$ cat src/quad_encoder_speed_meter_unit_assert.svh
// Assertion macros for the quadrature encoder speed meter.
// Used by the top level; expects i_clk and i_rst_n in scope.
`ifndef QUAD_ENCODER_SPEED_METER_UNIT_ASSERT_SVH
`define QUAD_ENCODER_SPEED_METER_UNIT_ASSERT_SVH

// same-cycle implication
`define QESM_ASSERT_NOW(label, ante, cons, msg) \
    label: assert property (@(posedge i_clk) disable iff (!i_rst_n) (ante) |-> (cons)) \
        else $error(msg);

// next-cycle implication
`define QESM_ASSERT_NEXT(label, ante, cons, msg) \
    label: assert property (@(posedge i_clk) disable iff (!i_rst_n) (ante) |=> (cons)) \
        else $error(msg);

`endif

$ cat src/qesm_pkg.sv
// Shared types, constants and the x4 step table for the encoder speed meter.
// No dependencies.
package qesm_pkg;

    localparam int NUM_SLOTS = 3;
    localparam int CHANNELS  = 3;

    localparam int CNT_W  = 16;
    localparam int POS_W  = 32;
    localparam int IDLE_W = 8;
    localparam int WIN_W  = 16;
    localparam int SPD_W  = 32;
    localparam int CFG_W  = 16;
    localparam int CIDX_W = 2;

    localparam logic [CIDX_W-1:0] CFG_WINDOW_TICKS   = 2'd0;
    localparam logic [CIDX_W-1:0] CFG_IDLE_LIMIT     = 2'd1;
    localparam logic [CIDX_W-1:0] CFG_VELOCITY_SCALE = 2'd2;

    localparam logic [WIN_W-1:0]  RST_WINDOW_TICKS   = 16'd100;
    localparam logic [IDLE_W-1:0] RST_IDLE_LIMIT     = 8'd50;
    localparam logic [CFG_W-1:0]  RST_VELOCITY_SCALE = 16'd0;

    typedef struct packed {
        logic [CNT_W-1:0] pulses;
        logic             reverse;
    } t_lane_out;

    // Pins coded {A,B}. Forward Gray order 00 -> 10 -> 11 -> 01 -> 00.
    function automatic logic [1:0] fwd_next(input logic [1:0] pins);
        logic [1:0] r;
        case (pins)
            2'b00:   r = 2'b10;
            2'b01:   r = 2'b00;
            2'b10:   r = 2'b11;
            default: r = 2'b01;
        endcase
        return r;
    endfunction

    // +1 forward, -1 reverse, 0 for no move or a double flip
    function automatic logic [POS_W-1:0] quad_step(input logic [1:0] prev,
                                                   input logic [1:0] cur);
        logic [POS_W-1:0] r;
        if (fwd_next(prev) == cur) begin
            r = POS_W'(1);
        end else if (fwd_next(cur) == prev) begin
            r = '1;
        end else begin
            r = '0;
        end
        return r;
    endfunction

endpackage

$ cat src/qesm_lane.sv
// One encoder channel: x4 decode, change counter, idle clear, window hold.
// Depends on qesm_pkg.
module qesm_lane (
    input  logic                         i_clk,
    input  logic                         i_rst_n,
    input  logic                         i_en,
    input  logic [1:0]                   i_pins,
    input  logic [qesm_pkg::IDLE_W-1:0]  i_idle_limit,
    input  logic                         i_latch,
    output qesm_pkg::t_lane_out          o_held
);
    import qesm_pkg::*;

    logic [1:0]        r_last;
    logic [CNT_W-1:0]  r_cnt;
    logic [POS_W-1:0]  r_pos;
    logic [IDLE_W-1:0] r_idle;
    t_lane_out         r_held;

    logic [CNT_W-1:0]  n_cnt;
    logic [POS_W-1:0]  n_pos;
    logic [IDLE_W-1:0] n_idle;
    logic [1:0]        n_last;
    t_lane_out         n_held;

    always_comb begin
        n_last = r_last;
        n_cnt  = r_cnt;
        n_pos  = r_pos;
        n_idle = r_idle;
        n_held = r_held;
        if (i_pins != r_last) begin
            n_idle = '0;
            n_pos  = r_pos + quad_step(r_last, i_pins);
            if (r_cnt != '1) begin
                n_cnt = r_cnt + CNT_W'(1);
            end
            n_last = i_pins;
        end else begin
            if (r_idle != '1) begin
                n_idle = r_idle + IDLE_W'(1);
            end
            if (n_idle > i_idle_limit) begin
                n_cnt = '0;
                n_pos = '0;
            end
        end
        if (i_latch) begin
            n_held.pulses  = n_cnt;
            n_held.reverse = n_pos[POS_W-1];
            n_cnt          = '0;
        end
    end

    always_ff @(posedge i_clk) begin
        if (!i_rst_n) begin
            r_last <= '0;
            r_cnt  <= '0;
            r_pos  <= '0;
            r_idle <= '0;
            r_held <= '0;
        end else if (i_en) begin
            r_last <= n_last;
            r_cnt  <= n_cnt;
            r_pos  <= n_pos;
            r_idle <= n_idle;
            r_held <= n_held;
        end
    end

    assign o_held = r_held;

endmodule

$ cat src/qesm_merge.sv
// Output stage: gathers lane holds, scales them to speed, registers the word.
// Depends on qesm_pkg.
module qesm_merge (
    input  logic                                            i_clk,
    input  logic                                            i_load,
    input  qesm_pkg::t_lane_out [qesm_pkg::NUM_SLOTS-1:0]   i_lane,
    input  logic                                            i_done,
    input  logic [qesm_pkg::CFG_W-1:0]                      i_scale,
    output logic [qesm_pkg::NUM_SLOTS-1:0][qesm_pkg::CNT_W-1:0] o_pulses,
    output logic [qesm_pkg::NUM_SLOTS-1:0]                  o_reverse,
    output logic [qesm_pkg::NUM_SLOTS-1:0][qesm_pkg::SPD_W-1:0] o_speed,
    output logic                                            o_done
);
    import qesm_pkg::*;

    logic [NUM_SLOTS-1:0][CNT_W-1:0] r_pulses;
    logic [NUM_SLOTS-1:0]            r_reverse;
    logic [NUM_SLOTS-1:0][SPD_W-1:0] r_speed;
    logic                            r_done;

    // payload only, no reset needed
    always_ff @(posedge i_clk) begin
        if (i_load) begin
            for (int k = 0; k < NUM_SLOTS; k++) begin
                r_pulses[k]  <= i_lane[k].pulses;
                r_reverse[k] <= i_lane[k].reverse;
                r_speed[k]   <= SPD_W'(i_lane[k].pulses) * SPD_W'(i_scale);
            end
            r_done <= i_done;
        end
    end

    assign o_pulses  = r_pulses;
    assign o_reverse = r_reverse;
    assign o_speed   = r_speed;
    assign o_done    = r_done;

endmodule

$ cat src/quad_encoder_speed_meter_unit.sv
// Top level of the quadrature encoder speed meter: window timer, config regs,
// lanes and output pipeline. Depends on qesm_pkg, qesm_lane, qesm_merge.
//
// Usage:
//   Input channel (i_valid / o_stall): one word per sampling tick carrying
//   the A and B levels of three encoders. A word is taken at a clock edge
//   with i_valid high and o_stall low.
//   Output channel (o_valid / i_stall): exactly one result word per input
//   word: held pulse counts, reverse flags, speeds and window_done.
//   Config channel (i_cfg_valid / o_cfg_ready): index 0 window_ticks,
//   1 idle_limit, 2 velocity_scale; other indexes are dropped. Always ready;
//   write only while the block is idle.
//   Timing: the accepting edge updates the lanes; the merge then loads the
//   speed multiply register once the output is free. Throughput:
//   one word per cycle while o_stall is low; the three lanes update together
//   and the three 16x16 multiplies run in the output stage in parallel.
//   Reset (sync, active low): all lane state, window timer and valids clear;
//   config regs return to 100 / 50 / 0.
//   Stall: when i_stall holds a full output register, the held stage fills
//   and o_stall rises one word later; no word is dropped or repeated.
module quad_encoder_speed_meter_unit (
    input  logic                             i_clk,
    input  logic                             i_rst_n,
    // sample input
    input  logic                             i_valid,
    output logic                             o_stall,
    input  logic                             i_pin_a0,
    input  logic                             i_pin_b0,
    input  logic                             i_pin_a1,
    input  logic                             i_pin_b1,
    input  logic                             i_pin_a2,
    input  logic                             i_pin_b2,
    // result output
    output logic                             o_valid,
    input  logic                             i_stall,
    output logic [qesm_pkg::CNT_W-1:0]       o_pulses_0,
    output logic [qesm_pkg::CNT_W-1:0]       o_pulses_1,
    output logic [qesm_pkg::CNT_W-1:0]       o_pulses_2,
    output logic                             o_reverse_0,
    output logic                             o_reverse_1,
    output logic                             o_reverse_2,
    output logic [qesm_pkg::SPD_W-1:0]       o_speed_0,
    output logic [qesm_pkg::SPD_W-1:0]       o_speed_1,
    output logic [qesm_pkg::SPD_W-1:0]       o_speed_2,
    output logic                             o_window_done,
    // config write
    input  logic                             i_cfg_valid,
    output logic                             o_cfg_ready,
    input  logic [qesm_pkg::CIDX_W-1:0]      i_cfg_index,
    input  logic [qesm_pkg::CFG_W-1:0]       i_cfg_data
);
    import qesm_pkg::*;

    // config registers
    logic [WIN_W-1:0]  r_window_ticks;
    logic [IDLE_W-1:0] r_idle_limit;
    logic [CFG_W-1:0]  r_velocity_scale;

    assign o_cfg_ready = 1'b1;

    always_ff @(posedge i_clk) begin
        if (!i_rst_n) begin
            r_window_ticks   <= RST_WINDOW_TICKS;
            r_idle_limit     <= RST_IDLE_LIMIT;
            r_velocity_scale <= RST_VELOCITY_SCALE;
        end else if (i_cfg_valid) begin
            case (i_cfg_index)
                CFG_WINDOW_TICKS:   r_window_ticks   <= i_cfg_data;
                CFG_IDLE_LIMIT:     r_idle_limit     <= i_cfg_data[IDLE_W-1:0];
                CFG_VELOCITY_SCALE: r_velocity_scale <= i_cfg_data;
                default: ;
            endcase
        end
    end

    // Pipeline: stage 1 is the lane hold registers plus r_done (valid r_s1_valid),
    // stage 2 is the merge output register (valid r_out_valid).
    logic r_s1_valid;
    logic r_out_valid;
    logic r_done;
    logic w_out_free;
    logic w_s1_move;
    logic w_accept;

    assign w_out_free = !r_out_valid || !i_stall;
    assign w_s1_move  = r_s1_valid && w_out_free;
    assign o_stall    = r_s1_valid && !w_out_free;
    assign w_accept   = i_valid && !o_stall;

    // window timer; a zero length behaves as one since next >= 0 always holds
    logic [WIN_W-1:0] r_win_cnt;
    logic [WIN_W:0]   w_win_next;
    logic             w_latch;

    assign w_win_next = {1'b0, r_win_cnt} + (WIN_W+1)'(1);
    assign w_latch    = w_win_next >= {1'b0, r_window_ticks};

    always_ff @(posedge i_clk) begin
        if (!i_rst_n) begin
            r_win_cnt   <= '0;
            r_done      <= 1'b0;
            r_s1_valid  <= 1'b0;
            r_out_valid <= 1'b0;
        end else begin
            if (w_accept) begin
                r_win_cnt <= w_latch ? '0 : w_win_next[WIN_W-1:0];
                r_done    <= w_latch;
            end
            if (w_accept) begin
                r_s1_valid <= 1'b1;
            end else if (w_s1_move) begin
                r_s1_valid <= 1'b0;
            end
            if (w_s1_move) begin
                r_out_valid <= 1'b1;
            end else if (!i_stall) begin
                r_out_valid <= 1'b0;
            end
        end
    end

    // lanes
    logic [NUM_SLOTS-1:0][1:0]        w_pins;
    t_lane_out [NUM_SLOTS-1:0]        w_lane;

    assign w_pins[0] = {i_pin_a0, i_pin_b0};
    assign w_pins[1] = {i_pin_a1, i_pin_b1};
    assign w_pins[2] = {i_pin_a2, i_pin_b2};

    for (genvar k = 0; k < NUM_SLOTS; k++) begin : g_lane
        if (k < CHANNELS) begin : g_used
            qesm_lane u_lane (
                .i_clk        (i_clk),
                .i_rst_n      (i_rst_n),
                .i_en         (w_accept),
                .i_pins       (w_pins[k]),
                .i_idle_limit (r_idle_limit),
                .i_latch      (w_latch),
                .o_held       (w_lane[k])
            );
        end else begin : g_unused
            // channel not built: reports zero
            assign w_lane[k] = '0;
        end
    end

    // merge / speed scaling
    logic [NUM_SLOTS-1:0][CNT_W-1:0] w_pulses;
    logic [NUM_SLOTS-1:0]            w_reverse;
    logic [NUM_SLOTS-1:0][SPD_W-1:0] w_speed;

    qesm_merge u_merge (
        .i_clk     (i_clk),
        .i_load    (w_s1_move),
        .i_lane    (w_lane),
        .i_done    (r_done),
        .i_scale   (r_velocity_scale),
        .o_pulses  (w_pulses),
        .o_reverse (w_reverse),
        .o_speed   (w_speed),
        .o_done    (o_window_done)
    );

    assign o_valid     = r_out_valid;
    assign o_pulses_0  = w_pulses[0];
    assign o_pulses_1  = w_pulses[1];
    assign o_pulses_2  = w_pulses[2];
    assign o_reverse_0 = w_reverse[0];
    assign o_reverse_1 = w_reverse[1];
    assign o_reverse_2 = w_reverse[2];
    assign o_speed_0   = w_speed[0];
    assign o_speed_1   = w_speed[1];
    assign o_speed_2   = w_speed[2];

    // checks
`include "quad_encoder_speed_meter_unit_assert.svh"

    `QESM_ASSERT_NOW(a_stall_only_when_full, o_stall, r_s1_valid && r_out_valid, "stall while not full")
    `QESM_ASSERT_NEXT(a_done_forwarded, w_s1_move && r_done, o_valid && o_window_done, "window_done lost")
    `QESM_ASSERT_NEXT(a_timer_holds, !w_accept, $stable(r_win_cnt), "window timer moved without a word")

endmodule
$ cat config.mk
export PLATFORM = sky130hd
export DESIGN_NAME = quad_encoder_speed_meter_unit
export DESIGN_NICKNAME = d
export VERILOG_FILES = /design/src/qesm_pkg.sv /design/src/qesm_lane.sv /design/src/qesm_merge.sv /design/src/quad_encoder_speed_meter_unit.sv
export VERILOG_INCLUDE_DIRS = /design/src /design/src/src
export SDC_FILE = /design/constraint.sdc
export NUM_CORES = 2
export LEC_CHECK = 0
export ABC_AREA = 0
export BUFFER_PORTS_ARGS = -buffer_cell sky130_fd_sc_hd__buf_2
export CAP_MARGIN = 25
export CORE_ASPECT_RATIO = 0.8
export CORE_MARGIN = 4
export CORE_UTILIZATION = 50
export DETAILED_ROUTE_END_ITERATION = 7
export PLACE_DENSITY = 0.73
export SETUP_SLACK_MARGIN = 0.15
export SYNTH_ARGS = -nofsm -noshare
export SYNTH_HDL_FRONTEND = slang
export SYNTH_HIERARCHICAL = 1
export SYNTH_SLANG_ARGS = --single-unit
$ cat constraint.sdc
create_clock -name i_clk -period 12.66 [get_ports i_clk]
set_input_delay 0.633 -clock i_clk [delete_from_list [all_inputs] [get_ports i_clk]]
set_output_delay 0.633 -clock i_clk [all_outputs]
set_load 0.05 [all_outputs]
==> impl_results.md <==
- Synth unique cells: 94
- Fin crit share: around 56%
- Drt first pass iters: 5
- Core Box Area: 96,900 µm²
- Sw Share: 29.8%
- N_diodes: 0
- Slowest library cell on the worst path: dfxtp_1
- RSZ-0062 raised after global routing: no
- Most Frequent Cell on Critical Path: fa_1
- Placed inst area: 50,700 µm²
- Data required, critical path: between 10,000 and 15,000 ps
- XOR/XNOR Fraction of Synth Area: 3.43%
- Die span in x: 357 µm
- Post-synth EDFFs: roughly 150
- Int Pwr: 2.58 mW
- Cts bufs inserted: 52
- Post-CTS sizing: 0
- Via count: 37,942
- GRT overflow: 0
- CP max FO: 32
- Hold_ws: 211 ps
- Max clock buf depth: 3
- Endpoints failing hold: 0
- Vias in the first global route: 38,472
- Synthesized-area fraction occupied by adder cells: between 30% and 40%
- Die Footprint: roughly 100,000 µm²
- Critical R2R Launch: r_velocity_scale[6]
- Vias per inst: 5.55
- Mux share of post-synthesis cell area: less than 1%
- Ports: 180
- Utilization after layout: 54.2%
- Final number of setup-violating endpoints: 0
- DR WL/cell: between 15 and 20 µm
- Routability cong.: about 0.9
- Clock latency on the worst-skew pair: approximately 650 ps
- Clock power share: 41.7%
- Setup TNS: 0 ps
- Slack of the worst reg-to-reg path: 5570 ps
- I/O Buffers: 178
- Crit path cell chain: buf_4 > and2_1 > fa_1 > inv_1 > fa_1 > fa_1 > inv_1 > fa_1 > fa_1 > inv_1 > fa_1 > inv_1 > ha_1 > nand2_1 > nor3_1 > o311ai_1 > a31oi_1 > o22ai_1 > or4_1 > a221o_1 > xnor2_1
- H-tree depth: 2
- First-pass GRT wire length: between 150 and 200 mm
- Detail Placement HPWL: 86.1 mm
- Mapped Cells: around 5,500
- Hold Crit Endpoint: r_s1_valid
- Total GRT Usage: 23.0%
- Static leakage: 25.1 nW
- Initial Utilization: 50.4%
- DRT Wirelength: around 120 mm
- Reg clk slew, reported paths: around 60 ps
- CP Capture Type: flop
- Post-layout net count: 6,557
- DRT iter0 DRCs: approximately 2,400
- Clock tree sinks: between 400 and 500
- Power Dens Cells: 69.9 nW/µm²
- Combinational power share: 16.4%
- Site Rows: 102
- Max Cap Viol: 0
- CTS tree: built
- Die Y: 287 µm
- Hold path depth: 2
- Status: finished clean
- Postcts setup bufs: 0
- Worst path max stage delay: 660 ps
- Hold Path Origin: i_valid
- Fin area: roughly 53,000 µm²
- Worst slack, placed: 5480 ps
- Area Growth Syn to Fin: 7.58%
- CTS Hold Bufs: 0
- Post-route minimum period: about 7100 ps
- Crit start category: flop
- # DRC: 0
- VDD IR max: between 0.1 and 0.15 mV
- Final Max Slew Viols: 0
- Worst R2R Path Depth: 21
- Crit Path Category: reg2reg
- F_max: 141 MHz
- Post-synthesis simple-gate area fraction: 18.4%
- Syn Nets: 6,533
- Final WS setup: between 5000 and 6000 ps
- Final antenna-violating net count: 0
- Yosys reg bits: ~430
- Root buf cell: clkbuf_16
- Relative slew slack: 33.2%
- Initial antenna violation count: 4
- Synth warn: 6
- Largest net degree at the start of global routing: 146
- FFs w/ async S/R, synth: 0%
- Hold Crit Class: in2reg
- Cell Area, Synth: between 40,000 and 50,000 µm²
- FF-to-FF End: u_merge/o_speed[63]
- Synth Area per Inst: 8.93 µm²
- Final setup skew: between 40 and 50 ps
- Arr. time, crit path: 7460 ps
- Psw: around 1.1 mW
- Part of the power in registers: 41.9%
- Post-synthesis sequential area ratio: between 20% and 30%
- Largest family of logic cells by synthesized area: adder cells
- Worst slew pin tran: 999 ps
- Share of post-route cells with drive strength above 1: 6.79%
- Synth Area in Compound Gates: 13.1%
- Ys flop type: dfxtp_1
[worst max-delay path, delay by kind of cell (launching register included)]
kind	cells	cell delay, ps
adder cells (fa/ha/maj)	7	3170
XOR/XNOR	1	140
flip-flops	1	660
buffers and inverters	5	660
AND/OR/NAND/NOR	4	1090
AO/OA/AOI/OAI	4	1100
[flip-flops by register name (all words and copies together), names as in the netlist]
name / cells
g_lane.g_used.u_lane/o_held: 51
g_lane.g_used.u_lane/r_cnt: 48
g_lane.g_used.u_lane/r_idle: 24
g_lane.g_used.u_lane/r_last: 6
g_lane.g_used.u_lane/r_pos: 96
o_valid: 1
r_done: 1
r_idle_limit: 8
r_s1_valid: 1
r_velocity_scale: 16
r_win_cnt: 16
r_window_ticks: 16
u_merge/o_done: 1
u_merge/o_pulses: 48
u_merge/o_reverse: 3
u_merge/o_speed: 96
[logic make-up (layout without fill, tap and decap cells)]
family / after synthesis / count (layout)
simple gates: 1799 / 1799
mux: 34 / 34
flops: 432 / 432
buf+inv: 1029 / 1096
fa+ha+maj: 1037 / 1037
other cells: 1 / 1
compound gates: 944 / 944
xor+xnor: 191 / 191
[placed cells by master (no fill, tap or decap), drive strengths merged, types with 11 or more instances in the layout]
cell      n
nand2   705
o21bai   15
xnor2   122
nand2b   40
clkbuf   73
edfxtp  148
inv     780
o21ai   163
nor2    153
nand4    49
mux2i    28
o311ai   11
a22oi    54
nor3     65
xor2     69
fa      585
o211a    19
o21a     40
nor2b   139
a211oi   18
o31ai    24
a31oi    31
o211ai   41
and3     66
and2    395
or2      20
a211o    14
a21oi   274
dfxtp   284
ha      452
or3      13
a21o     97
a21boi   41
buf     220
a41oi    11
clkinv   15
nand3   101
[metal layers]
metal | track usage [%] | share of wire [%] | up-vias
met5 | 0 | 0.029 | -
met4 | 6.56 | 2.7 | 4
met3 | 3.05 | 5.6 | 181
met2 | 37.9 | 46 | 964
met1 | 31.9 | 45 | 18784
li1 | - | - | 18009
[worst max path at each step]
stage                                     end                start  slack, ps
after floorplan                u_merge/o_done              i_stall        460
final                     u_merge/o_speed[63]  r_velocity_scale[6]       5570
after global routing      u_merge/o_speed[63]  r_velocity_scale[6]       5270
after detailed placement  u_merge/o_speed[63]  r_velocity_scale[7]       5480
after CTS                 u_merge/o_speed[63]  r_velocity_scale[7]       5460
after global placement    u_merge/o_speed[63]  r_velocity_scale[7]       5670
[per-stage QoR]
stage	instances	power [mW]
detailed placement	6730	2.16
global placement	6730	2.15
global route	6834	3.84
CTS	6827	3.72
finish	6834	3.67
floorplan	5467	2.03
[synth_stat cells, drive strengths merged (7+ instances only)]
| library cell | instances | area, µm² |
|---|---|---|
| a21oi | 274 | 1390 |
| nand4 | 49 | 307 |
| nand2b | 40 | 250 |
| dfxtp | 284 | 5690 |
| a21boi | 41 | 308 |
| o31ai | 24 | 213 |
| nand3 | 101 | 505 |
| a31oi | 31 | 194 |
| nor4 | 10 | 62.6 |
| a211oi | 18 | 135 |
| a311oi | 7 | 73.8 |
| o211a | 19 | 190 |
| edfxtp | 148 | 4440 |
| ha | 452 | 5660 |
| a21o | 97 | 728 |
| and4 | 9 | 78.8 |
| a211o | 14 | 123 |
| xor2 | 69 | 604 |
| clkbuf | 229 | 862 |
| a32o | 9 | 90.1 |
| or3 | 13 | 81.3 |
| o21ai | 163 | 827 |
| o21bai | 15 | 113 |
| nor2 | 153 | 574 |
| o22ai | 7 | 43.8 |
| nor3b | 10 | 75.1 |
| fa | 585 | 11700 |
| inv | 779 | 2920 |
| a41oi | 11 | 111 |
| mux2i | 28 | 280 |
| buf | 21 | 118 |
| nor2b | 139 | 872 |
| xnor2 | 122 | 1070 |
| nand2 | 705 | 2650 |
| and2 | 395 | 2470 |
| o2111ai | 10 | 113 |
| or2 | 20 | 130 |
| o211ai | 41 | 313 |
| o311ai | 11 | 96.3 |
| a2111oi | 8 | 126 |
| and3 | 66 | 418 |
| o21a | 40 | 300 |
| a31o | 8 | 70.1 |
| a22oi | 54 | 405 |
| nor3 | 65 | 325 |
[power by group through the flow]
| stage | Combinational [mW] | Clock [mW] | Sequential, mW |
|---|---|---|---|
| finish | 0.602 | 1.53 | 1.54 |
| CTS | 0.591 | 1.58 | 1.54 |
| global route | 0.666 | 1.63 | 1.54 |
| detailed placement | 0.588 | 0 | 1.57 |
| floorplan | 0.402 | 0 | 1.62 |
| global placement | 0.575 | 0 | 1.57 |
[final cells by class]
cell class | instances | area, µm²
clock inverters | 24 | 269
fillers | 8732 | 44400
repair buffers | 220 | 1290
flip-flops and latches | 432 | 10100
multi-input cells | 4006 | 34800
clock buffers | 73 | 1460
well taps | 1300 | 1630
inverters | 779 | 2930
Power figures use the tool's default switching activity.
